### config.mk
export PLATFORM = sky130hd
export DESIGN_NAME = delta_patch_command_decoder_flat
export DESIGN_NICKNAME = d
export VERILOG_FILES = /design/src/dpcd_pkg.sv /design/src/dpcd_in_if.sv /design/src/dpcd_out_if.sv /design/src/dpcd_parser.sv /design/src/delta_patch_command_decoder.sv /design/src/flat_wrapper.sv
export SDC_FILE = /design/constraint.sdc
export NUM_CORES = 1
export LEC_CHECK = 0
export BUFFER_PORTS_ARGS = -buffer_cell sky130_fd_sc_hd__buf_2
export CAP_MARGIN = 5
export CORE_MARGIN = 8
export CORE_UTILIZATION = 35
export CTS_BUF_LIST = sky130_fd_sc_hd__clkbuf_4 sky130_fd_sc_hd__clkbuf_8
export DETAILED_ROUTE_END_ITERATION = 10
export PLACE_DENSITY = 0.59
export SLEW_MARGIN = 20
export SYNTH_ARGS = -nofsm -noshare
export SYNTH_HDL_FRONTEND = slang
export SYNTH_SLANG_ARGS = --single-unit
### constraint.sdc
create_clock -name clk -period 11.7 [get_ports clk]
set_clock_uncertainty 0.2 [all_clocks]
set_input_delay 1.755 -clock clk [delete_from_list [all_inputs] [get_ports clk]]
set_output_delay 1.755 -clock clk [all_outputs]
set_load 0.02 [all_outputs]
### src/dpcd_pkg.sv
// Shared types and constants for the delta patch command decoder.
// No dependencies; dpcd_parser and delta_patch_command_decoder refer to this package.
`timescale 1ns / 1ps
`default_nettype none

package dpcd_pkg;

    localparam int unsigned LEN_W = 17;
    localparam int unsigned OFF_W = 32;

    typedef enum logic [2:0] {
        PH_CMD       = 3'd0,
        PH_LEN_LO    = 3'd1,
        PH_LEN_HI    = 3'd2,
        PH_OFF_FIRST = 3'd3,
        PH_OFF15     = 3'd4,
        PH_OFF22     = 3'd5,
        PH_OFF32     = 3'd6
    } phase_t;

    localparam logic [1:0] KIND_LITERAL   = 2'd0;
    localparam logic [1:0] KIND_REFERENCE = 2'd1;
    localparam logic [1:0] KIND_ZERO      = 2'd2;

    localparam logic [LEN_W-1:0] LONG_LEN_BIAS = 17'h00081;
    localparam logic [OFF_W-1:0] BIAS15        = 32'h0000_0020;
    localparam logic [OFF_W-1:0] BIAS22        = 32'h0000_4020;
    localparam logic [21:0]      ESCAPE22      = 22'h100000;
    localparam logic [2:0]       OFF22_BYTES   = 3'd2;
    localparam logic [2:0]       OFF32_BYTES   = 3'd4;

    typedef struct packed {
        logic [7:0] patch_byte;
        logic       first_byte;
    } item_t;

    typedef struct packed {
        logic [1:0]       command_kind;
        logic [LEN_W-1:0] copy_length;
        logic [OFF_W-1:0] source_offset;
    } result_t;

endpackage

`default_nettype wire

### src/dpcd_in_if.sv
// Byte stream channel into the delta patch command decoder.
// Depends on nothing; valid/ready handshake with the patch byte payload.
`timescale 1ns / 1ps
`default_nettype none

interface dpcd_in_if;
    logic       valid;
    logic       ready;
    logic [7:0] patch_byte;
    logic       first_byte;

    modport source (output valid, output patch_byte, output first_byte, input ready);
    modport sink   (input valid, input patch_byte, input first_byte, output ready);
endinterface

`default_nettype wire

### src/dpcd_out_if.sv
// Copy command channel out of the delta patch command decoder.
// Depends on nothing; valid/ready handshake with the command payload.
`timescale 1ns / 1ps
`default_nettype none

interface dpcd_out_if;
    logic        valid;
    logic        ready;
    logic [1:0]  command_kind;
    logic [16:0] copy_length;
    logic [31:0] source_offset;

    modport source (output valid, output command_kind, output copy_length,
                    output source_offset, input ready);
    modport sink   (input valid, input command_kind, input copy_length,
                    input source_offset, output ready);
endinterface

`default_nettype wire

### src/dpcd_parser.sv
// Opcode parser: parse state, offset delta decode and base offset tracking.
// Depends on dpcd_pkg; fed one registered byte per cycle by the top level, held while advance is low.
`timescale 1ns / 1ps
`default_nettype none

module dpcd_parser
(
    input  wire                       clk,
    input  wire                       rst_n,
    input  wire  dpcd_pkg::item_t     item,
    input  wire                       advance,
    input  wire  [dpcd_pkg::OFF_W-1:0] reference_size,
    output logic                      emit,
    output dpcd_pkg::result_t         result
);

    dpcd_pkg::phase_t             phase_reg, phase_next;
    logic [dpcd_pkg::LEN_W-1:0]   plen_reg, plen_next;
    logic [31:0]                  acc_reg, acc_next;
    logic [2:0]                   rem_reg, rem_next;
    logic [dpcd_pkg::OFF_W-1:0]   base_reg, base_next;

    always_ff @(posedge clk or negedge rst_n)
    begin
        if (!rst_n)
        begin
            phase_reg <= dpcd_pkg::PH_CMD;
            plen_reg  <= '0;
            acc_reg   <= '0;
            rem_reg   <= '0;
            base_reg  <= '0;
        end
        else if (advance)
        begin
            phase_reg <= phase_next;
            plen_reg  <= plen_next;
            acc_reg   <= acc_next;
            rem_reg   <= rem_next;
            base_reg  <= base_next;
        end
    end

    always_comb
    begin
        dpcd_pkg::phase_t           ph;
        logic [dpcd_pkg::LEN_W-1:0] plen;
        logic [31:0]                acc;
        logic [2:0]                 rem;
        logic [dpcd_pkg::OFF_W-1:0] base;
        logic [7:0]                 b;
        logic                       finish;
        logic [dpcd_pkg::OFF_W-1:0] delta;
        logic [dpcd_pkg::OFF_W-1:0] off;
        logic [14:0]                v15;
        logic [31:0]                acc22;
        logic [2:0]                 rem_dec;
        logic [31:0]                acc32;

        b = item.patch_byte;
        // first byte of a patch restarts the parser before decoding
        if (item.first_byte)
        begin
            ph   = dpcd_pkg::PH_CMD;
            plen = '0;
            acc  = '0;
            rem  = '0;
            base = '0;
        end
        else
        begin
            ph   = phase_reg;
            plen = plen_reg;
            acc  = acc_reg;
            rem  = rem_reg;
            base = base_reg;
        end

        phase_next = ph;
        plen_next  = plen;
        acc_next   = acc;
        rem_next   = rem;
        base_next  = base;
        emit       = 1'b0;
        result     = '0;
        finish     = 1'b0;
        delta      = '0;
        v15        = {acc[14:8], b};
        rem_dec    = rem - 3'd1;
        acc32      = {acc[23:0], b};
        case (rem_dec)
            3'd0:    acc22 = acc | {24'd0, b};
            3'd1:    acc22 = acc | {16'd0, b, 8'd0};
            3'd2:    acc22 = acc | {8'd0, b, 16'd0};
            3'd3:    acc22 = acc | {b, 24'd0};
            default: acc22 = acc;
        endcase

        case (ph)
            dpcd_pkg::PH_LEN_LO:
            begin
                acc_next   = {24'd0, b};
                phase_next = dpcd_pkg::PH_LEN_HI;
            end
            dpcd_pkg::PH_LEN_HI:
            begin
                plen_next  = {1'b0, b, acc[7:0]} + dpcd_pkg::LONG_LEN_BIAS;
                acc_next   = '0;
                phase_next = dpcd_pkg::PH_OFF_FIRST;
            end
            dpcd_pkg::PH_OFF_FIRST:
            begin
                if (b[7])
                begin
                    if (!b[6])
                    begin
                        finish = 1'b1;
                        delta  = {{26{b[5]}}, b[5:0]};
                    end
                    else
                    begin
                        acc_next   = {10'd0, b[5:0], 16'd0};
                        rem_next   = dpcd_pkg::OFF22_BYTES;
                        phase_next = dpcd_pkg::PH_OFF22;
                    end
                end
                else
                begin
                    acc_next   = {17'd0, b[6:0], 8'd0};
                    phase_next = dpcd_pkg::PH_OFF15;
                end
            end
            dpcd_pkg::PH_OFF15:
            begin
                finish = 1'b1;
                if (v15[14])
                    delta = {{17{1'b1}}, v15} - dpcd_pkg::BIAS15;
                else
                    delta = {17'd0, v15} + dpcd_pkg::BIAS15;
            end
            dpcd_pkg::PH_OFF22:
            begin
                rem_next = rem_dec;
                acc_next = acc22;
                if (rem_dec == 3'd0)
                begin
                    if (acc22 == {10'd0, dpcd_pkg::ESCAPE22})
                    begin
                        // escape: a full 32-bit big-endian delta follows
                        acc_next   = '0;
                        rem_next   = dpcd_pkg::OFF32_BYTES;
                        phase_next = dpcd_pkg::PH_OFF32;
                    end
                    else
                    begin
                        finish = 1'b1;
                        if (acc22[21])
                            delta = {{10{1'b1}}, acc22[21:0]} - dpcd_pkg::BIAS22;
                        else
                            delta = {10'd0, acc22[21:0]} + dpcd_pkg::BIAS22;
                    end
                end
            end
            dpcd_pkg::PH_OFF32:
            begin
                acc_next = acc32;
                rem_next = rem_dec;
                if (rem_dec == 3'd0)
                begin
                    finish = 1'b1;
                    delta  = acc32;
                end
            end
            default:
            begin
                // command byte
                phase_next = dpcd_pkg::PH_CMD;
                acc_next   = '0;
                rem_next   = '0;
                if (b[7])
                begin
                    emit                = 1'b1;
                    result.command_kind = dpcd_pkg::KIND_LITERAL;
                    if (b[6:5] == 2'd0)
                    begin
                        result.copy_length = {12'd0, b[4:0]} + 17'd1;
                    end
                    else
                    begin
                        result.copy_length = {15'd0, b[6:5]};
                        plen_next          = {12'd0, b[4:0]} + 17'd2;
                        phase_next         = dpcd_pkg::PH_OFF_FIRST;
                    end
                end
                else if (b == 8'd0)
                begin
                    phase_next = dpcd_pkg::PH_LEN_LO;
                end
                else
                begin
                    plen_next  = {9'd0, b} + 17'd1;
                    phase_next = dpcd_pkg::PH_OFF_FIRST;
                end
            end
        endcase

        off = base + delta;
        if (finish)
        begin
            emit               = 1'b1;
            result.copy_length = plen;
            if (off < reference_size)
            begin
                result.command_kind  = dpcd_pkg::KIND_REFERENCE;
                result.source_offset = off;
            end
            else
            begin
                result.command_kind  = dpcd_pkg::KIND_ZERO;
                result.source_offset = '0;
            end
            base_next  = base + delta + {15'd0, plen};
            phase_next = dpcd_pkg::PH_CMD;
            acc_next   = '0;
            rem_next   = '0;
        end
    end

endmodule

`default_nettype wire

### src/delta_patch_command_decoder.sv
// Delta patch command decoder: takes the patch opcode stream one byte per
// transaction and returns at most one copy command per byte. Throughput is one
// byte per clock while no command stalls; a command reaches the output through
// the input register, then the parser logic into the result register. A full
// result register stalls only a byte that would produce a command. Write
// reference_size through cfg_wr_en/cfg_wr_data only while the block is idle.
// Depends on dpcd_pkg, dpcd_in_if, dpcd_out_if and dpcd_parser.
`timescale 1ns / 1ps
`default_nettype none

module delta_patch_command_decoder
(
    input  wire         clk,
    input  wire         rst_n,
    dpcd_in_if.sink     cmd_stream,
    dpcd_out_if.source  copy_cmd,
    input  wire         cfg_wr_en,
    input  wire  [31:0] cfg_wr_data
);

    logic                       in_valid_reg, in_valid_next;
    dpcd_pkg::item_t            in_item_reg;
    logic                       out_valid_reg, out_valid_next;
    dpcd_pkg::result_t          out_result_reg;
    logic [dpcd_pkg::OFF_W-1:0] ref_size_reg;
    logic                       emit;
    logic                       advance;
    dpcd_pkg::result_t          result;

    dpcd_parser u_parser
    (
        .clk            (clk),
        .rst_n          (rst_n),
        .item           (in_item_reg),
        .advance        (advance),
        .reference_size (ref_size_reg),
        .emit           (emit),
        .result         (result)
    );

    // hold the byte only if its command has nowhere to go
    assign advance          = in_valid_reg && (!emit || !out_valid_reg || copy_cmd.ready);
    assign cmd_stream.ready = !in_valid_reg || advance;

    always_comb
    begin
        in_valid_next = cmd_stream.ready ? cmd_stream.valid : in_valid_reg;
        if (advance && emit)
            out_valid_next = 1'b1;
        else if (copy_cmd.ready)
            out_valid_next = 1'b0;
        else
            out_valid_next = out_valid_reg;
    end

    always_ff @(posedge clk or negedge rst_n)
    begin
        if (!rst_n)
        begin
            in_valid_reg  <= 1'b0;
            out_valid_reg <= 1'b0;
            ref_size_reg  <= '0;
        end
        else
        begin
            in_valid_reg  <= in_valid_next;
            out_valid_reg <= out_valid_next;
            if (cfg_wr_en)
                ref_size_reg <= cfg_wr_data;
        end
    end

    always_ff @(posedge clk)
    begin
        if (cmd_stream.ready && cmd_stream.valid)
        begin
            in_item_reg.patch_byte <= cmd_stream.patch_byte;
            in_item_reg.first_byte <= cmd_stream.first_byte;
        end
        if (advance && emit)
            out_result_reg <= result;
    end

    assign copy_cmd.valid         = out_valid_reg;
    assign copy_cmd.command_kind  = out_result_reg.command_kind;
    assign copy_cmd.copy_length   = out_result_reg.copy_length;
    assign copy_cmd.source_offset = out_result_reg.source_offset;

endmodule

`default_nettype wire

### src/flat_wrapper.sv
// flat-port wrapper written by rule: the top's interface ports become plain ports
module delta_patch_command_decoder_flat 
  (clk, rst_n, cfg_wr_en, cfg_wr_data, cmd_stream_valid, cmd_stream_patch_byte, cmd_stream_first_byte, cmd_stream_ready, copy_cmd_valid, copy_cmd_command_kind, copy_cmd_copy_length, copy_cmd_source_offset, copy_cmd_ready);
  dpcd_in_if cmd_stream_i ();
  dpcd_out_if copy_cmd_i ();
  input  wire clk;
  input  wire rst_n;
  input  wire cfg_wr_en;
  input  wire  [31:0] cfg_wr_data;
  input wire logic [$bits(cmd_stream_i.valid)-1:0] cmd_stream_valid;
  input wire logic [$bits(cmd_stream_i.patch_byte)-1:0] cmd_stream_patch_byte;
  input wire logic [$bits(cmd_stream_i.first_byte)-1:0] cmd_stream_first_byte;
  output wire logic [$bits(cmd_stream_i.ready)-1:0] cmd_stream_ready;
  output wire logic [$bits(copy_cmd_i.valid)-1:0] copy_cmd_valid;
  output wire logic [$bits(copy_cmd_i.command_kind)-1:0] copy_cmd_command_kind;
  output wire logic [$bits(copy_cmd_i.copy_length)-1:0] copy_cmd_copy_length;
  output wire logic [$bits(copy_cmd_i.source_offset)-1:0] copy_cmd_source_offset;
  input wire logic [$bits(copy_cmd_i.ready)-1:0] copy_cmd_ready;
  assign cmd_stream_i.valid = cmd_stream_valid;
  assign cmd_stream_i.patch_byte = cmd_stream_patch_byte;
  assign cmd_stream_i.first_byte = cmd_stream_first_byte;
  assign cmd_stream_ready = cmd_stream_i.ready;
  assign copy_cmd_valid = copy_cmd_i.valid;
  assign copy_cmd_command_kind = copy_cmd_i.command_kind;
  assign copy_cmd_copy_length = copy_cmd_i.copy_length;
  assign copy_cmd_source_offset = copy_cmd_i.source_offset;
  assign copy_cmd_i.ready = copy_cmd_ready;
  delta_patch_command_decoder u_core (.clk(clk), .rst_n(rst_n), .cmd_stream(cmd_stream_i), .copy_cmd(copy_cmd_i), .cfg_wr_en(cfg_wr_en), .cfg_wr_data(cfg_wr_data));
endmodule
==> results.sh <==
export IMPL_outcome="complete, no violations"
export IMPL_r2r_start="u_core.in_item_reg[0]"
export IMPL_chipWidth_microns=218
export IMPL_hold_violations=0
export IMPL_period_needed_ns=10.27
export IMPL_start_util_pct=35.2
export IMPL_drv_slew=0
export IMPL_hold_path_depth=2
export IMPL_wire_per_inst_microns=21.4
export IMPL_path_class="reg2reg"
export IMPL_grt_pass1_vias=13137
export IMPL_synth_warnings=0
export IMPL_drc=0
export IMPL_finalCritPeriodShare_pct=87.8
export IMPL_dr_wl_met2_microns=21900
export IMPL_placed_area_sq_um=15200
export IMPL_rsz0062_at_grt="false"
export IMPL_min_to="u_core.u_parser.plen_reg[0]"
export IMPL_numPortBuffers=98
export IMPL_drt_wl_total_microns=48400
export IMPL_cts_sinks=181
export IMPL_grt_pass1_wl_microns=75900
export IMPL_core_area_sq_um=40600
export IMPL_drtIter0Drc=1459
export IMPL_yosysSeqAreaShare_pct=33.9
export IMPL_area_delta_synth_final_pct=9.60
export IMPL_path_delay_family="compound AO/OA/AOI/OAI gates"
export IMPL_clk_latency_ns=0.55
export IMPL_setup_ws_ns=1.43
export IMPL_clk_pin_slew_ns=0.10
export IMPL_cts_hold_buffers_added=0
export IMPL_finalSetupViolations=0
export IMPL_synth_edf_count=60
export IMPL_path_common_cell="a21o_1"
export IMPL_wl_met3_microns=3430
export IMPL_fin_tns_setup_ns=0
export IMPL_maxCapViolations=0
export IMPL_leakage_nw=6.89
export IMPL_seqPwrFrac_pct=43.0
export IMPL_ys_types=84
export IMPL_die_area_sq_um=47500
export IMPL_multiInputGateArea_sq_um=8690
export IMPL_slew_headroom_pct=25.4
export IMPL_vias=13380
export IMPL_path_max_fanout=33
export IMPL_htreeDepth=4
export IMPL_drive_above_1_share_pct=10.6
export IMPL_io_pins=99
export IMPL_antenna_found_initial=0
export IMPL_worstPathArrival_ns=10.47
export IMPL_syn_area_sq_um=14300
export IMPL_sw_frac_of_total_pct=40.7
export IMPL_hp_class="reg2reg"
export IMPL_nets=1862
export IMPL_grt_start_max_net_pins=82
export IMPL_synthFlopType="dfrtp_1"
export IMPL_rr_worst_depth=32
export IMPL_fill_cells=4133
export IMPL_synth_nets=1829
export IMPL_slowest_delay_ns=0.76
export IMPL_num_rows=74
export IMPL_peakVddDrop_uv=97.6
export IMPL_power_frac_comb_pct=32.2
export IMPL_via_per_inst=5.90
export IMPL_dpl_cell_count=2234
export IMPL_endpoint_kind="register"
export IMPL_synth_area_per_cell_sq_um=8.44
export IMPL_grt_total_usage_pct=20.2
export IMPL_synth_async_reset_ratio_pct=66.9
export IMPL_final_common_cell="nand2_1"
export IMPL_startpoint_type="register"
export IMPL_top_layer="met4"
export IMPL_rr_endpoint="u_core.copy_cmd.source_offset[14]"
export IMPL_cts_max_path_buffers=2
export IMPL_power_density_nw_per_um2=119
export IMPL_max_freq_mhz=97.4
export IMPL_cts_tree="built"
export IMPL_worst_pin_slew_ns=1.12
export IMPL_internal_power_w=0.00110
export IMPL_seq_area_sq_um=4830
export IMPL_post_cts_buffers=0
export IMPL_hpwlAfterDp_microns=35700
export IMPL_diodes=0
export IMPL_grt_overflow=0
export IMPL_netSwitchingPower_w=0.000758
export IMPL_whs_ns=0.279
export IMPL_drt_met1_wl_microns=21800
export IMPL_p_clk_share_pct=24.8
export IMPL_netlist_instances=1689
export IMPL_required_ns=11.90
export IMPL_layout_common_cells="178 x nand2_1, 131 x o21ai_0, 122 x nor2_1, 121 x dfrtp_1, 98 x a21oi_1"
export IMPL_startpoint="u_core.in_item_reg[0]"
export IMPL_ys_ff_latch=181
export IMPL_crit_path_top_delay_cell="ha_1"
export IMPL_r2r_setup_slack_ns=1.43
export IMPL_fin_area_sq_um=15600
export IMPL_hp_start="u_core.u_parser.plen_reg[0]"
export IMPL_cts_buffers=17
export IMPL_drtPass1Iterations=8
export IMPL_drtAntennaViolNets=0
export IMPL_cp_num_buf_inv=4
export IMPL_instances_no_fill=2267
export IMPL_cts_root_buf="clkbuf_8"
export IMPL_cts_resized=0
export IMPL_place_congestion=0.935
export IMPL_dpl_worst_slack_ns=1.56
export IMPL_die_y_microns=218
[metrics by stage]
| step | util, % | power [W] |
|---|---|---|
| final | 38.5 | 0.00186 |
| after detailed placement | 37.5 | 0.00141 |
| after floorplan | - | 0.00120 |
| after global routing | 38.5 | 0.00197 |
| after CTS | 38.5 | 0.00187 |
| after global placement | 37.5 | 0.00140 |
[final cells by class]
cell class              count  area share (%)
flip-flops and latches    181            30.9
clock buffers              17            1.50
well taps                 532            4.26
repair buffers            127            4.55
clock inverters            15            1.17
multi-input cells        1311            55.6
inverters                  84            2.02
[worst max-delay path by stage]
stage,end,slack (ns),cells past startpoint
2_1_floorplan,u_core.copy_cmd.command_kind[1],2.69,38
4_1_cts,u_core.copy_cmd.source_offset[30],1.49,32
3_5_place_dp,u_core.copy_cmd.source_offset[12],1.56,32
3_3_place_gp,u_core.copy_cmd.source_offset[10],1.87,32
5_1_grt,u_core.copy_cmd.source_offset[6],0.79,32
6_report,u_core.copy_cmd.source_offset[14],1.43,32
[cells by family (layout without fill, tap and decap cells)]
| kind of cell | count (synthesis) | after routing | share of synthesized area [%] |
|---|---|---|---|
| AND/OR/NAND/NOR | 575 | 575 | 20.3 |
| flip-flops | 181 | 181 | 33.9 |
| adder cells (fa/ha/maj) | 94 | 94 | 8.35 |
| multiplexers | 4 | 4 | 0.290 |
| buffers and inverters | 197 | 243 | 5.42 |
| AO/OA/AOI/OAI | 550 | 550 | 26.4 |
| XOR/XNOR | 88 | 88 | 5.46 |
[synth_stat cells (6+ instances only)]
cell       number  area [sq um]
nand2b_1       21           131
o2111ai_1       6          52.6
nand2_1       178           668
a2111oi_0       8          70.1
o211ai_1       17           128
o21ai_0       131           656
ha_1           92          1150
a21oi_1       100           500
a221oi_1       18           158
and3_1         34           213
a21o_1         38           285
or3_1           6          37.5
inv_1          80           300
o21a_1         11          82.6
a41oi_1        16           140
edfxtp_1       60          1800
buf_2          20           100
a211oi_1       11          82.6
nand3_1        28           140
clkbuf_1       80           300
or2_2           6          37.5
o21ai_1         9          45.0
a22o_1         44           385
o31ai_1        23           173
nor3_1         26           130
buf_1          10          37.5
a32o_1          7          70.1
xor2_1         20           175
nor2_1        123           462
o22ai_1         7          43.8
and2_1         20           125
xnor2_1        67           587
a22oi_1        11          82.6
nor4_1          9          56.3
a31oi_1        17           106
o32ai_1         6          52.6
o21bai_1        7          52.6
nand4_1        20           125
nor2b_1        75           469
a222oi_1       19           190
dfrtp_1       121          3030
[tightest hold or removal path, stage by stage (launching register included)]
cell and delay [ns]:
dfrtp_1 0.34, nand2_1 0.04, o21ai_0 0.06
[per-layer routing]
metal,track usage [%],vias up
li1,-,6294
met1,27.3,6460
met2,31.8,538
met3,4.11,88
met4,7.23,0
met5,0,-
[power groups by stage]
stage                     combinational, W  clock [W]  sequential [W]
after floorplan                   0.000382          0        0.000818
after global placement            0.000588          0        0.000811
after detailed placement          0.000594          0        0.000812
after CTS                         0.000596   0.000477        0.000799
after global routing              0.000658   0.000498        0.000811
final                             0.000600   0.000462        0.000800
Note: power is estimated with default switching activity, not from simulation.
